## src/rtl/rect_pkg.sv

```systemverilog
// ---------------------------------------------------------------------------
// rect_pkg
// Shared types, constants and the bitsliced inverse S-box for the
// RECTANGLE-64 decryption core.
// ---------------------------------------------------------------------------
package rect_pkg;

    localparam int RECT_ROUNDS = 25;
    localparam int ROW_W       = 16;
    localparam int ROWS        = 4;
    localparam int BLOCK_W     = ROWS * ROW_W;
    localparam int KEY_IDX_W   = 5;
    localparam int IN_FIELDS_W = KEY_IDX_W + 2 * BLOCK_W;
    localparam int IN_TDATA_W  = ((IN_FIELDS_W + 7) / 8) * 8;

    // Columns handled per cycle by the S-box slice while it is not stalled
    localparam int DIGIT_W = 4;
    localparam int DIGITS  = ROW_W / DIGIT_W;
    localparam int DCNT_W  = (DIGITS > 1) ? $clog2(DIGITS) : 1;

    // Inverse row rotations (right)
    localparam int ROT_B = 1;
    localparam int ROT_D = 12;
    localparam int ROT_E = 13;

    localparam logic ACT_LOAD    = 1'b0;
    localparam logic ACT_DECRYPT = 1'b1;

    typedef logic [DIGIT_W-1:0] digit_t;
    typedef logic [ROW_W-1:0]   row_t;

    typedef struct packed {
        digit_t e;
        digit_t d;
        digit_t b;
        digit_t a;
    } col_slice_t;

    typedef enum logic [1:0] {
        ST_IDLE,
        ST_KEY,
        ST_ROUND
    } state_t;

    function automatic row_t rotr_row(input row_t v, input int n);
        return row_t'((v >> n) | (v << (ROW_W - n)));
    endfunction

    function automatic col_slice_t inv_sbox(input digit_t a_in, input digit_t b_in,
                                            input digit_t d_in, input digit_t e_in);
        digit_t     a;
        digit_t     b;
        digit_t     d;
        digit_t     e;
        digit_t     t;
        col_slice_t res;
        a = a_in;
        b = b_in;
        d = d_in;
        e = e_in;
        t = a;
        a = a & d;
        a = a ^ e;
        e = e | t;
        e = e ^ d;
        b = b ^ e;
        d = b;
        b = b ^ t;
        b = b ^ a;
        e = ~e;
        t = e;
        e = e | b;
        e = e ^ a;
        a = a & b;
        a = a ^ t;
        res.a = a;
        res.b = b;
        res.d = d;
        res.e = e;
        return res;
    endfunction

endpackage

```

## src/rtl/rect_ram.sv

```systemverilog
// ---------------------------------------------------------------------------
// rect_ram
// Generic single-port-write, single-port-read RAM with registered read data.
// ---------------------------------------------------------------------------
module rect_ram #(
    parameter int WIDTH = 64,
    parameter int DEPTH = 26
) (
    input  logic                     clk,
    input  logic                     we,
    input  logic [$clog2(DEPTH)-1:0] waddr,
    input  logic [WIDTH-1:0]         wdata,
    input  logic                     re,
    input  logic [$clog2(DEPTH)-1:0] raddr,
    output logic [WIDTH-1:0]         rdata
);

    logic [WIDTH-1:0] mem [DEPTH];
    logic [WIDTH-1:0] rdata_reg;

    always_ff @(posedge clk)
    begin
        if (we)
        begin
            mem[waddr] <= wdata;
        end
        if (re)
        begin
            rdata_reg <= mem[raddr];
        end
    end

    assign rdata = rdata_reg;

endmodule

```

## src/rtl/rectangle_block_decrypt.sv

```systemverilog
// ---------------------------------------------------------------------------
// rectangle_block_decrypt
// RECTANGLE-64 decryption with round keys loaded beforehand.
// ---------------------------------------------------------------------------
// A transaction with tuser low writes one round key into the key RAM (indexes
// above ROUNDS are dropped); one with tuser high decrypts one block. A decrypt
// first adds the key that is read from the key RAM at acceptance, then runs
// ROUNDS rounds in which the S-box slice handles four columns a cycle while
// the rows rotate through it (unless held in the last round), and then loads
// the result register. The block returns to idle as the result register
// loads and then takes the next transaction. The input side is ready
// whenever no decrypt is in flight; a result waiting on the output does not
// block loads or the next decrypt, which only holds in its last round until
// the output register frees.
module rectangle_block_decrypt
    import rect_pkg::*;
#(
    parameter int ROUNDS = RECT_ROUNDS
) (
    input  logic                  clk,
    input  logic                  rst_n,
    input  logic                  s_axis_tvalid,
    output logic                  s_axis_tready,
    // key_index [4:0], key_value [68:5], block_in [132:69], zero fill above
    input  logic [IN_TDATA_W-1:0] s_axis_tdata,
    // action [0]
    input  logic                  s_axis_tuser,
    output logic                  m_axis_tvalid,
    input  logic                  m_axis_tready,
    // block_out [63:0]
    output logic [BLOCK_W-1:0]    m_axis_tdata
);

    localparam int KEY_DEPTH = ROUNDS + 1;
    localparam int AW        = $clog2(KEY_DEPTH);
    localparam int CW        = (AW > KEY_IDX_W) ? AW : KEY_IDX_W;

    // Input fields
    logic                 in_action;
    logic [KEY_IDX_W-1:0] in_key_index;
    logic [BLOCK_W-1:0]   in_key_value;
    logic [BLOCK_W-1:0]   in_block;
    logic                 in_accept;

    assign in_action    = s_axis_tuser;
    assign in_key_index = s_axis_tdata[KEY_IDX_W-1:0];
    assign in_key_value = s_axis_tdata[KEY_IDX_W +: BLOCK_W];
    assign in_block     = s_axis_tdata[KEY_IDX_W + BLOCK_W +: BLOCK_W];
    assign in_accept    = s_axis_tvalid && s_axis_tready;

    // Registers
    state_t             state_reg, state_next;
    logic [AW-1:0]      round_reg, round_next;
    logic [DCNT_W-1:0]  digit_reg, digit_next;
    row_t               cur_reg [ROWS];
    row_t               cur_next [ROWS];
    row_t               nxt_reg [ROWS];
    row_t               nxt_next [ROWS];
    logic [BLOCK_W-1:0] out_data_reg, out_data_next;
    logic               out_valid_reg, out_valid_next;

    // Key RAM
    logic               ram_we;
    logic [AW-1:0]      ram_waddr;
    logic               ram_re;
    logic [AW-1:0]      ram_raddr;
    logic [BLOCK_W-1:0] key_rdata;

    rect_ram #(
        .WIDTH (BLOCK_W),
        .DEPTH (KEY_DEPTH)
    ) u_key_ram (
        .clk   (clk),
        .we    (ram_we),
        .waddr (ram_waddr),
        .wdata (in_key_value),
        .re    (ram_re),
        .raddr (ram_raddr),
        .rdata (key_rdata)
    );

    // Control conditions
    logic round_end;
    logic last_round;
    logic out_free;
    logic advance;
    logic deliver;
    logic key_in_range;

    assign round_end    = (digit_reg == DCNT_W'(DIGITS - 1));
    assign last_round   = (round_reg == AW'(1));
    assign out_free     = !out_valid_reg || m_axis_tready;
    assign advance      = !(round_end && last_round && !out_free);
    assign key_in_range = (CW'(in_key_index) <= CW'(ROUNDS));

    // S-box slice: taps realise the inverse rotations on the rotating rows
    row_t       tap_b, tap_d, tap_e;
    col_slice_t slice;
    row_t       nxt_shift [ROWS];
    row_t       key_row [ROWS];

    assign tap_b = rotr_row(cur_reg[1], ROT_B);
    assign tap_d = rotr_row(cur_reg[2], ROT_D);
    assign tap_e = rotr_row(cur_reg[3], ROT_E);
    assign slice = inv_sbox(cur_reg[0][DIGIT_W-1:0], tap_b[DIGIT_W-1:0],
                            tap_d[DIGIT_W-1:0], tap_e[DIGIT_W-1:0]);

    assign nxt_shift[0] = {slice.a, nxt_reg[0][ROW_W-1:DIGIT_W]};
    assign nxt_shift[1] = {slice.b, nxt_reg[1][ROW_W-1:DIGIT_W]};
    assign nxt_shift[2] = {slice.d, nxt_reg[2][ROW_W-1:DIGIT_W]};
    assign nxt_shift[3] = {slice.e, nxt_reg[3][ROW_W-1:DIGIT_W]};

    for (genvar g = 0; g < ROWS; g++)
    begin : g_key_rows
        assign key_row[g] = key_rdata[g*ROW_W +: ROW_W];
    end

    // Next state
    always_comb
    begin
        state_next = state_reg;
        unique case (state_reg)
            ST_IDLE:
            begin
                if (in_accept && (in_action == ACT_DECRYPT))
                begin
                    state_next = ST_KEY;
                end
            end
            ST_KEY:
            begin
                state_next = ST_ROUND;
            end
            ST_ROUND:
            begin
                if (round_end && last_round && out_free)
                begin
                    state_next = ST_IDLE;
                end
            end
            default:
            begin
                state_next = ST_IDLE;
            end
        endcase
    end

    // Control outputs
    always_comb
    begin
        s_axis_tready = 1'b0;
        ram_we        = 1'b0;
        ram_waddr     = AW'(in_key_index);
        ram_re        = 1'b0;
        ram_raddr     = AW'(ROUNDS);
        deliver       = 1'b0;
        unique case (state_reg)
            ST_IDLE:
            begin
                s_axis_tready = 1'b1;
                ram_we        = in_accept && (in_action == ACT_LOAD) && key_in_range;
                ram_re        = in_accept && (in_action == ACT_DECRYPT);
                ram_raddr     = AW'(ROUNDS);
            end
            ST_KEY:
            begin
                ram_re    = 1'b1;
                ram_raddr = AW'(ROUNDS - 1);
            end
            ST_ROUND:
            begin
                // fetch the key that ends the next round
                ram_re    = round_end && advance && !last_round;
                ram_raddr = AW'(round_reg - AW'(2));
                deliver   = round_end && last_round && out_free;
            end
            default:
            begin
                s_axis_tready = 1'b0;
            end
        endcase
    end

    // Datapath and counters
    always_comb
    begin
        round_next    = round_reg;
        digit_next    = digit_reg;
        out_data_next = out_data_reg;
        for (int i = 0; i < ROWS; i++)
        begin
            cur_next[i] = cur_reg[i];
            nxt_next[i] = nxt_reg[i];
        end

        if (in_accept && (in_action == ACT_DECRYPT))
        begin
            for (int i = 0; i < ROWS; i++)
            begin
                cur_next[i] = in_block[i*ROW_W +: ROW_W];
            end
        end

        if (state_reg == ST_KEY)
        begin
            round_next = AW'(ROUNDS);
            digit_next = '0;
            for (int i = 0; i < ROWS; i++)
            begin
                cur_next[i] = cur_reg[i] ^ key_row[i];
            end
        end

        if ((state_reg == ST_ROUND) && advance)
        begin
            for (int i = 0; i < ROWS; i++)
            begin
                nxt_next[i] = nxt_shift[i];
            end
            if (round_end)
            begin
                digit_next = '0;
                round_next = round_reg - AW'(1);
                for (int i = 0; i < ROWS; i++)
                begin
                    cur_next[i] = nxt_shift[i] ^ key_row[i];
                end
            end
            else
            begin
                digit_next = digit_reg + DCNT_W'(1);
                for (int i = 0; i < ROWS; i++)
                begin
                    cur_next[i] = rotr_row(cur_reg[i], DIGIT_W);
                end
            end
        end

        if (deliver)
        begin
            for (int i = 0; i < ROWS; i++)
            begin
                out_data_next[i*ROW_W +: ROW_W] = nxt_shift[i] ^ key_row[i];
            end
        end
    end

    assign out_valid_next = (out_valid_reg && !m_axis_tready) || deliver;

    always_ff @(posedge clk or negedge rst_n)
    begin
        if (!rst_n)
        begin
            state_reg     <= ST_IDLE;
            round_reg     <= '0;
            digit_reg     <= '0;
            out_valid_reg <= 1'b0;
        end
        else
        begin
            state_reg     <= state_next;
            round_reg     <= round_next;
            digit_reg     <= digit_next;
            out_valid_reg <= out_valid_next;
        end
    end

    always_ff @(posedge clk)
    begin
        for (int i = 0; i < ROWS; i++)
        begin
            cur_reg[i] <= cur_next[i];
            nxt_reg[i] <= nxt_next[i];
        end
        out_data_reg <= out_data_next;
    end

    assign m_axis_tvalid = out_valid_reg;
    assign m_axis_tdata  = out_data_reg;

    // Checks
    property p_round_range;
        @(posedge clk) disable iff (!rst_n)
        (state_reg == ST_ROUND) |-> ((round_reg != AW'(0)) && (round_reg <= AW'(ROUNDS)));
    endproperty
    a_round_range: assert property (p_round_range)
        else $error("round counter out of range");

    property p_decrypt_start;
        @(posedge clk) disable iff (!rst_n)
        (in_accept && (in_action == ACT_DECRYPT)) |=> (state_reg == ST_KEY);
    endproperty
    a_decrypt_start: assert property (p_decrypt_start)
        else $error("decrypt transaction did not start a key fetch");

    property p_round_entry;
        @(posedge clk) disable iff (!rst_n)
        (state_reg == ST_KEY) |=>
            ((state_reg == ST_ROUND) && (round_reg == AW'(ROUNDS)) && (digit_reg == '0));
    endproperty
    a_round_entry: assert property (p_round_entry)
        else $error("rounds did not start from the top");

    property p_no_overwrite;
        @(posedge clk) disable iff (!rst_n)
        (out_valid_reg && !m_axis_tready) |=> $stable(out_data_reg);
    endproperty
    a_no_overwrite: assert property (p_no_overwrite)
        else $error("pending result overwritten");

endmodule

```

## config.mk

```make
export PLATFORM = sky130hd
export DESIGN_NAME = rectangle_block_decrypt
export DESIGN_NICKNAME = d
export VERILOG_FILES = /design/src/rtl/rect_pkg.sv /design/src/rtl/rect_ram.sv /design/src/rtl/rectangle_block_decrypt.sv
export SDC_FILE = /design/constraint.sdc
export NUM_CORES = 2
export LEC_CHECK = 0
export ABC_AREA = 1
export BUFFER_PORTS_ARGS = -buffer_cell sky130_fd_sc_hd__buf_2
export CORE_UTILIZATION = 30
export CTS_CLUSTER_DIAMETER = 60
export DETAILED_ROUTE_END_ITERATION = 6
export PLACE_DENSITY_LB_ADDON = 0.15
export SYNTH_ARGS = -nofsm -noshare
export SYNTH_HDL_FRONTEND = slang
export SYNTH_SLANG_ARGS = --single-unit
export TNS_END_PERCENT = 50
```

## constraint.sdc

```tcl
create_clock -name clk -period 15.7 [get_ports clk]
set_clock_uncertainty 0.15 [all_clocks]
set_input_delay 3.925 -clock clk [delete_from_list [all_inputs] [get_ports clk]]
set_output_delay 3.925 -clock clk [all_outputs]
set_load 0.005 [all_outputs]
```

# After elaboration in Yosys (flattened, before gate mapping)
# Memories as Yosys holds them, arrays and structs flattened. A register that Yosys moved wholly into a read port is not among the register bits.
# Index checks and enable logic that the tools add are counted.
word_totals:
  register_bits: 74
  ramBits: 1792
  input_bits: 141
  out_inout_bits: 66
  wordCells: 88
  mem_count: 3
op_classes:
  add_sub_neg: 3
  order_cmp: 1
  eq_ne: 6
  n_mux: 21
  n_bitwise: 28
  n_reduce_logical: 21
memory_table:
  columns: ["name", "depth", "width", "rd", "rd_ports_with_merged_regs", "write_ports", "line", "text"]
  rows:
  - ["u_key_ram.mem", 26, 64, 1, 1, 1, "rect_ram.sv:18", "logic [WIDTH-1:0] mem [DEPTH];"]
  - ["cur_reg", 4, 16, 4, 0, 4, "rectangle_block_decrypt.sv:55", "row_t cur_reg [ROWS];"]
  - ["nxt_reg", 4, 16, 4, 0, 4, "rectangle_block_decrypt.sv:57", "row_t nxt_reg [ROWS];"]
op_table:
  columns: ["op", "n"]
  rows:
  - ["$mux 64", 5]
  - ["$xor 16x16->16", 8]
  - ["$or 12x16->16", 4]
  - ["$xor 4x4->4", 7]
  - ["$mux 5", 3]
  - ["$logic_and 1x1->1", 11]
  - ["$mux 2", 5]
  - ["$pmux 5 s2", 1]
  - ["$and 4x4->4", 2]
  - ["$or 4x1->4 const B", 2]
  - ["$or 4x4->4", 2]
  - ["$pmux 2 s3", 1]
  - ["$eq 5x1->1 const B", 1]
  - ["$le 5x5->1 const B", 1]
  - ["$logic_not 1->1", 5]
  - ["$mux 1", 5]
  - ["$sub 5x1->5 const B", 1]
  - ["$sub 5x2->5 const B", 1]
  - ["$eq 2x2->1 const B", 2]
  - ["$ne 2x2->1 const B", 2]
  - ["$not 4->4", 1]
  - ["$or 3x4->4", 1]
  - ["$pmux 1 s3", 1]
  - ["$add 2x1->2 const B", 1]
  - ["other kinds (6)", 7]

# Logic depth before layout (Yosys ltp)
logic_depth:
  word_depth: 11
  depth_mapped: 16
  depth_no_buf: 13

# Modules after synthesis
# Synthesis repeated with hierarchy kept, for this count alone.
hier_totals:
  cells_unflattened: 7052
  hier_area_um2: 80273.2
modules_own_cells:
  columns: ["module", "n_inst", "cells_per_inst", "area_each_um2", "seq_area_each_um2"]
  rows:
  - ["rect_ram", 1, 6096, 70687.8, 51889.8]
  - ["rectangle_block_decrypt", 1, 956, 9585.4, 5535.3]

# Worst setup path after synthesis
# OpenSTA, ideal clock, no wires.
synth_path:
  path_kind: "input -> register"
  startpoint: "input s_axis_tdata[2]"
  endpoint: "memory u_key_ram.mem[0][0] (enable)"
  setup_time_ns: 0.487
  t_arrival_ns: 7.429
  required_time_ns: 15.063
  slack_ns: 7.634
  cell_stages: 5
  n_path_buf: 0
  path_cell_list: "inv_1 -> nand2_1 -> a311oi_1 -> nand3_1 -> nor2_1"
synth_via:
  elab_chain_len: 5
synth_lines:
  columns: ["item", "line", "text"]
  rows:
  - ["start, declared", "rectangle_block_decrypt.sv:25", "input logic [IN_TDATA_W-1:0] s_axis_tdata,"]
  - ["$le 5x5->1", "rectangle_block_decrypt.sv:94", "assign key_in_range = (CW'(in_key_index) <= CW'(ROUNDS));"]
  - ["$logic_and 1x1->1", "rectangle_block_decrypt.sv:161", "ram_we = in_accept && (in_action == ACT_LOAD) && key_in_range;"]
  - ["$mux 1", "rectangle_block_decrypt.sv:157", "unique case (state_reg)"]
  - ["$mux 1", "rect_ram.sv:23", "if (we)"]
  - ["$mux 1 (not written as such)", "rect_ram.sv:25", "mem[waddr] <= wdata;"]
  - ["end, declared", "rect_ram.sv:18", null]
# Parallel ways exist; a longest one is shown, timed or not.

# Worst setup path after layout
layout_path:
  startpoint: "input s_axis_tvalid"
  endpoint: "memory u_key_ram.mem[25][6] (enable)"
layout_via:
  elab_chain_len: 6
layout_lines:
  columns: ["item", "line", "text"]
  rows:
  - ["start, declared", "rectangle_block_decrypt.sv:22", "input logic s_axis_tvalid,"]
  - ["$logic_and 1x1->1", "rectangle_block_decrypt.sv:49", "assign in_accept = s_axis_tvalid && s_axis_tready;"]
  - ["$logic_and 1x1->1 (2 in series)", "rectangle_block_decrypt.sv:161", null]
  - ["$mux 1", "rectangle_block_decrypt.sv:157", null]
  - ["$mux 1", "rect_ram.sv:23", null]
  - ["$mux 1 (not written as such)", "rect_ram.sv:25", null]
# No other way between the ends.

==> flow_metrics.env <==
export IMPL_outcome="finished, final reports clean"
export IMPL_port_buffers=203
export IMPL_yosys_warnings=0
export IMPL_cts_root_buf="clkbuf_16"
export IMPL_ant_nets=0
export IMPL_num_fill_cells=27419
export IMPL_dieHeight_um=528
export IMPL_switching_share=0.204
export IMPL_clock_fmax_ghz=0.133
export IMPL_io_pins=207
export IMPL_fin_tns_setup_ns=0
export IMPL_cts_num_sinks=1914
export IMPL_avgSynthCellArea_um2=10.5
export IMPL_dr_pass1_iters=6
export IMPL_start_util=0.303
export IMPL_largest_reg_flops=1664
export IMPL_crit_type="in -> reg"
export IMPL_dp_hpwl_um=135000
export IMPL_synth_cell_types=30
export IMPL_cp_required_ns=16.01
export IMPL_route_detailed_drc=0
export IMPL_core_area_um2=274000
export IMPL_register_area_um2=57400
export IMPL_cp_common_cell="buf_4"
export IMPL_nets=8178
export IMPL_design_die_area_um2=279000
export IMPL_cp_slowest_cell="nor2_4"
export IMPL_rsz0062_at_grt="no"
export IMPL_clk_pin_slew_worst_paths_ns=0.06
export IMPL_synth_seq_cells=1914
export IMPL_clock_latency_ns=0.89
export IMPL_top_register="u_key_ram.mem"
export IMPL_cts_tree="built"
export IMPL_p_switching_mw=2.19
export IMPL_cap_violations=0
export IMPL_place_gp_congestion=0.760
export IMPL_hp_class="reg -> reg"
export IMPL_p_per_area_nw_per_um2=113
export IMPL_netlist_area_um2=83000
export IMPL_finalCritPeriodShare=0.477
export IMPL_p_int_mw=8.56
export IMPL_crit_path_max_fanout=24
export IMPL_grt_pass1_wl_um=368000
export IMPL_worst_setup_path_start_kind="input port"
export IMPL_post_cts_buffers=0
export IMPL_crit_arrival_ns=7.80
export IMPL_wl_per_cell_um=21.4
export IMPL_cts_resized=0
export IMPL_clock_power_share=0.470
export IMPL_ir_drop_v=0.0000847
export IMPL_cts_max_level=4
export IMPL_cts_hold_buf=0
export IMPL_synth_cells=7877
export IMPL_first_global_vias=51789
export IMPL_fin_crit_ns=7.49
export IMPL_crit_path_cell_trace="buf_2 -> nand2_1 -> a311oi_1 -> nand3_1 -> nor2_4 -> buf_4 -> buf_4"
export IMPL_crit_family="simple AND/OR/NAND/NOR gates"
export IMPL_clock_path_buffers=4
export IMPL_synth_top_area_share=0.689
export IMPL_overflow=0
export IMPL_antenna_found_initial=41
export IMPL_finalMaxSlewViolations=0
export IMPL_drt_total_wl_um=254000
export IMPL_grt_max_degree=172
export IMPL_dpl_worst_slack_ns=7.33
export IMPL_rows=192
export IMPL_pwr_share_comb=0.009
export IMPL_critPathBufInv=3
export IMPL_yosysTopAreaCell="edfxtp_1"
export IMPL_areaGrowthSynthToFinish_pct=14.5
export IMPL_slew_headroom=0.221
export IMPL_cts_buffers_inserted=226
export IMPL_static_leakage_power_nw=39.0
export IMPL_end_kind="flop"
export IMPL_reg2reg_slack_ns=10.14
export IMPL_syn_num_nets=8032
export IMPL_die_w_um=528
export IMPL_finalHoldViolCount=0
export IMPL_drive_gt1_frac=0.0886
export IMPL_synth_area_leaders="edfxtp_1, nand2_1, nand3_1"
export IMPL_routed_via_density=4.59
export IMPL_pwr_share_seq=0.521
export IMPL_ys_seq_area_frac=0.692
export IMPL_drt_iter0_markers=4648
export IMPL_multi_input_area_um2=19000
export IMPL_setup_viol=0
export IMPL_critPathMaxStageDelay_ns=1.12
export IMPL_worst_pin_slew_ns=1.17
export IMPL_layout_setup_ws_ns=8.21
export IMPL_track_usage=0.180
export IMPL_vias=54615
## per-stage QoR
step	cell area, um2	hold WS [ns]	instances	utilization	total power, mW
2_1_floorplan	83000	0.297	7877	-	5.72
3_3_place_gp	88000	0.305	11481	0.321	5.81
3_5_place_dp	88000	0.307	11481	0.321	5.81
4_1_cts	95000	0.246	11880	0.346	10.9
5_1_grt	95000	0.252	11883	0.346	11.1
6_report	95000	0.253	11893	0.346	10.8
## metal layers
layer	vias to the layer above	global-route usage	share of wire
met5	-	0	0.00052
met4	22	0.0414	0.021
met3	350	0.0277	0.063
met2	1500	0.279	0.44
met1	26629	0.262	0.47
li1	26114	-	-
## logic make-up (layout without fill, tap and decap cells)
group,after synthesis,after routing,share of synthesized area
DFF,1914,1914,0.692
adders and majority gates,14,14,0.00211
other,0,13,0
xor gates and xnor gates,70,70,0.00738
buffers and inverters,1737,2054,0.0829
and+or+nand+nor,3850,3850,0.196
AOI/OAI and AO/OA,292,292,0.0204
## power by group through the flow
stage | clock network [mW] | registers, mW | logic (mW)
finish | 5.05 | 5.61 | 0.0969
global route | 5.36 | 5.60 | 0.108
CTS | 5.17 | 5.61 | 0.0990
detailed placement | 0 | 5.71 | 0.0986
global placement | 0 | 5.71 | 0.0959
floorplan | 0 | 5.72 | 0.00664
## layout by cell type (no fill, tap or decap), types with 68 or more instances in the layout
cell	n
nand3_1	1267
nand2_1	2398
clkbuf_16	226
o21ai_0	89
buf_2	203
inv_1	1335
or2_2	68
buf_4	102
nor2_1	77
a21oi_1	86
edfxtp_1	1904
## final cells by class
class / instances / area share
Antenna cell: 13 / 0.000342
Timing Repair Buffer: 312 / 0.0202
Clock inverter: 118 / 0.0118
Multi-Input combinational cell: 4226 / 0.200
Sequential cell: 1914 / 0.604
Tap cell: 3686 / 0.0485
Clock buffer: 281 / 0.0619
Inverter: 1343 / 0.0534
## cells in the mapped netlist
| master | number |
|---|---|
| dfrtp_1 | 10 |
| ha_1 | 14 |
| o211ai_1 | 65 |
| clkbuf_1 | 123 |
| nand2_1 | 2401 |
| inv_4 | 1 |
| edfxtp_1 | 1904 |
| a21oi_1 | 87 |
| nor3_1 | 4 |
| o22ai_1 | 13 |
| clkbuf_2 | 1 |
| o21ai_2 | 2 |
| inv_1 | 1340 |
| buf_6 | 3 |
| a31oi_1 | 33 |
| nand4_1 | 1 |
| xor2_1 | 56 |
| inv_2 | 2 |
| a22oi_1 | 1 |
| buf_2 | 209 |
| or2_2 | 68 |
| a311oi_1 | 1 |
| o21ai_0 | 90 |
| xnor2_1 | 14 |
| nor2_1 | 104 |
| buf_1 | 39 |
| and2_1 | 4 |
| nor2_4 | 1 |
| buf_4 | 19 |
| nand3_1 | 1267 |
## worst paths after layout
kind | cells after the start | to | from
min | 0 | nxt_reg[0][11] | nxt_reg[0][15]
min in group asynchronous | 1 | round_reg[1] | rst_n
max in group asynchronous | 1 | state_reg[1] | rst_n
max reg2reg | 15 | u_key_ram.rdata[46] | state_reg[0]
min reg2reg | 0 | nxt_reg[0][11] | nxt_reg[0][15]
max | 7 | u_key_ram.mem[25][6] | s_axis_tvalid
(Power assumes the default switching activity.)
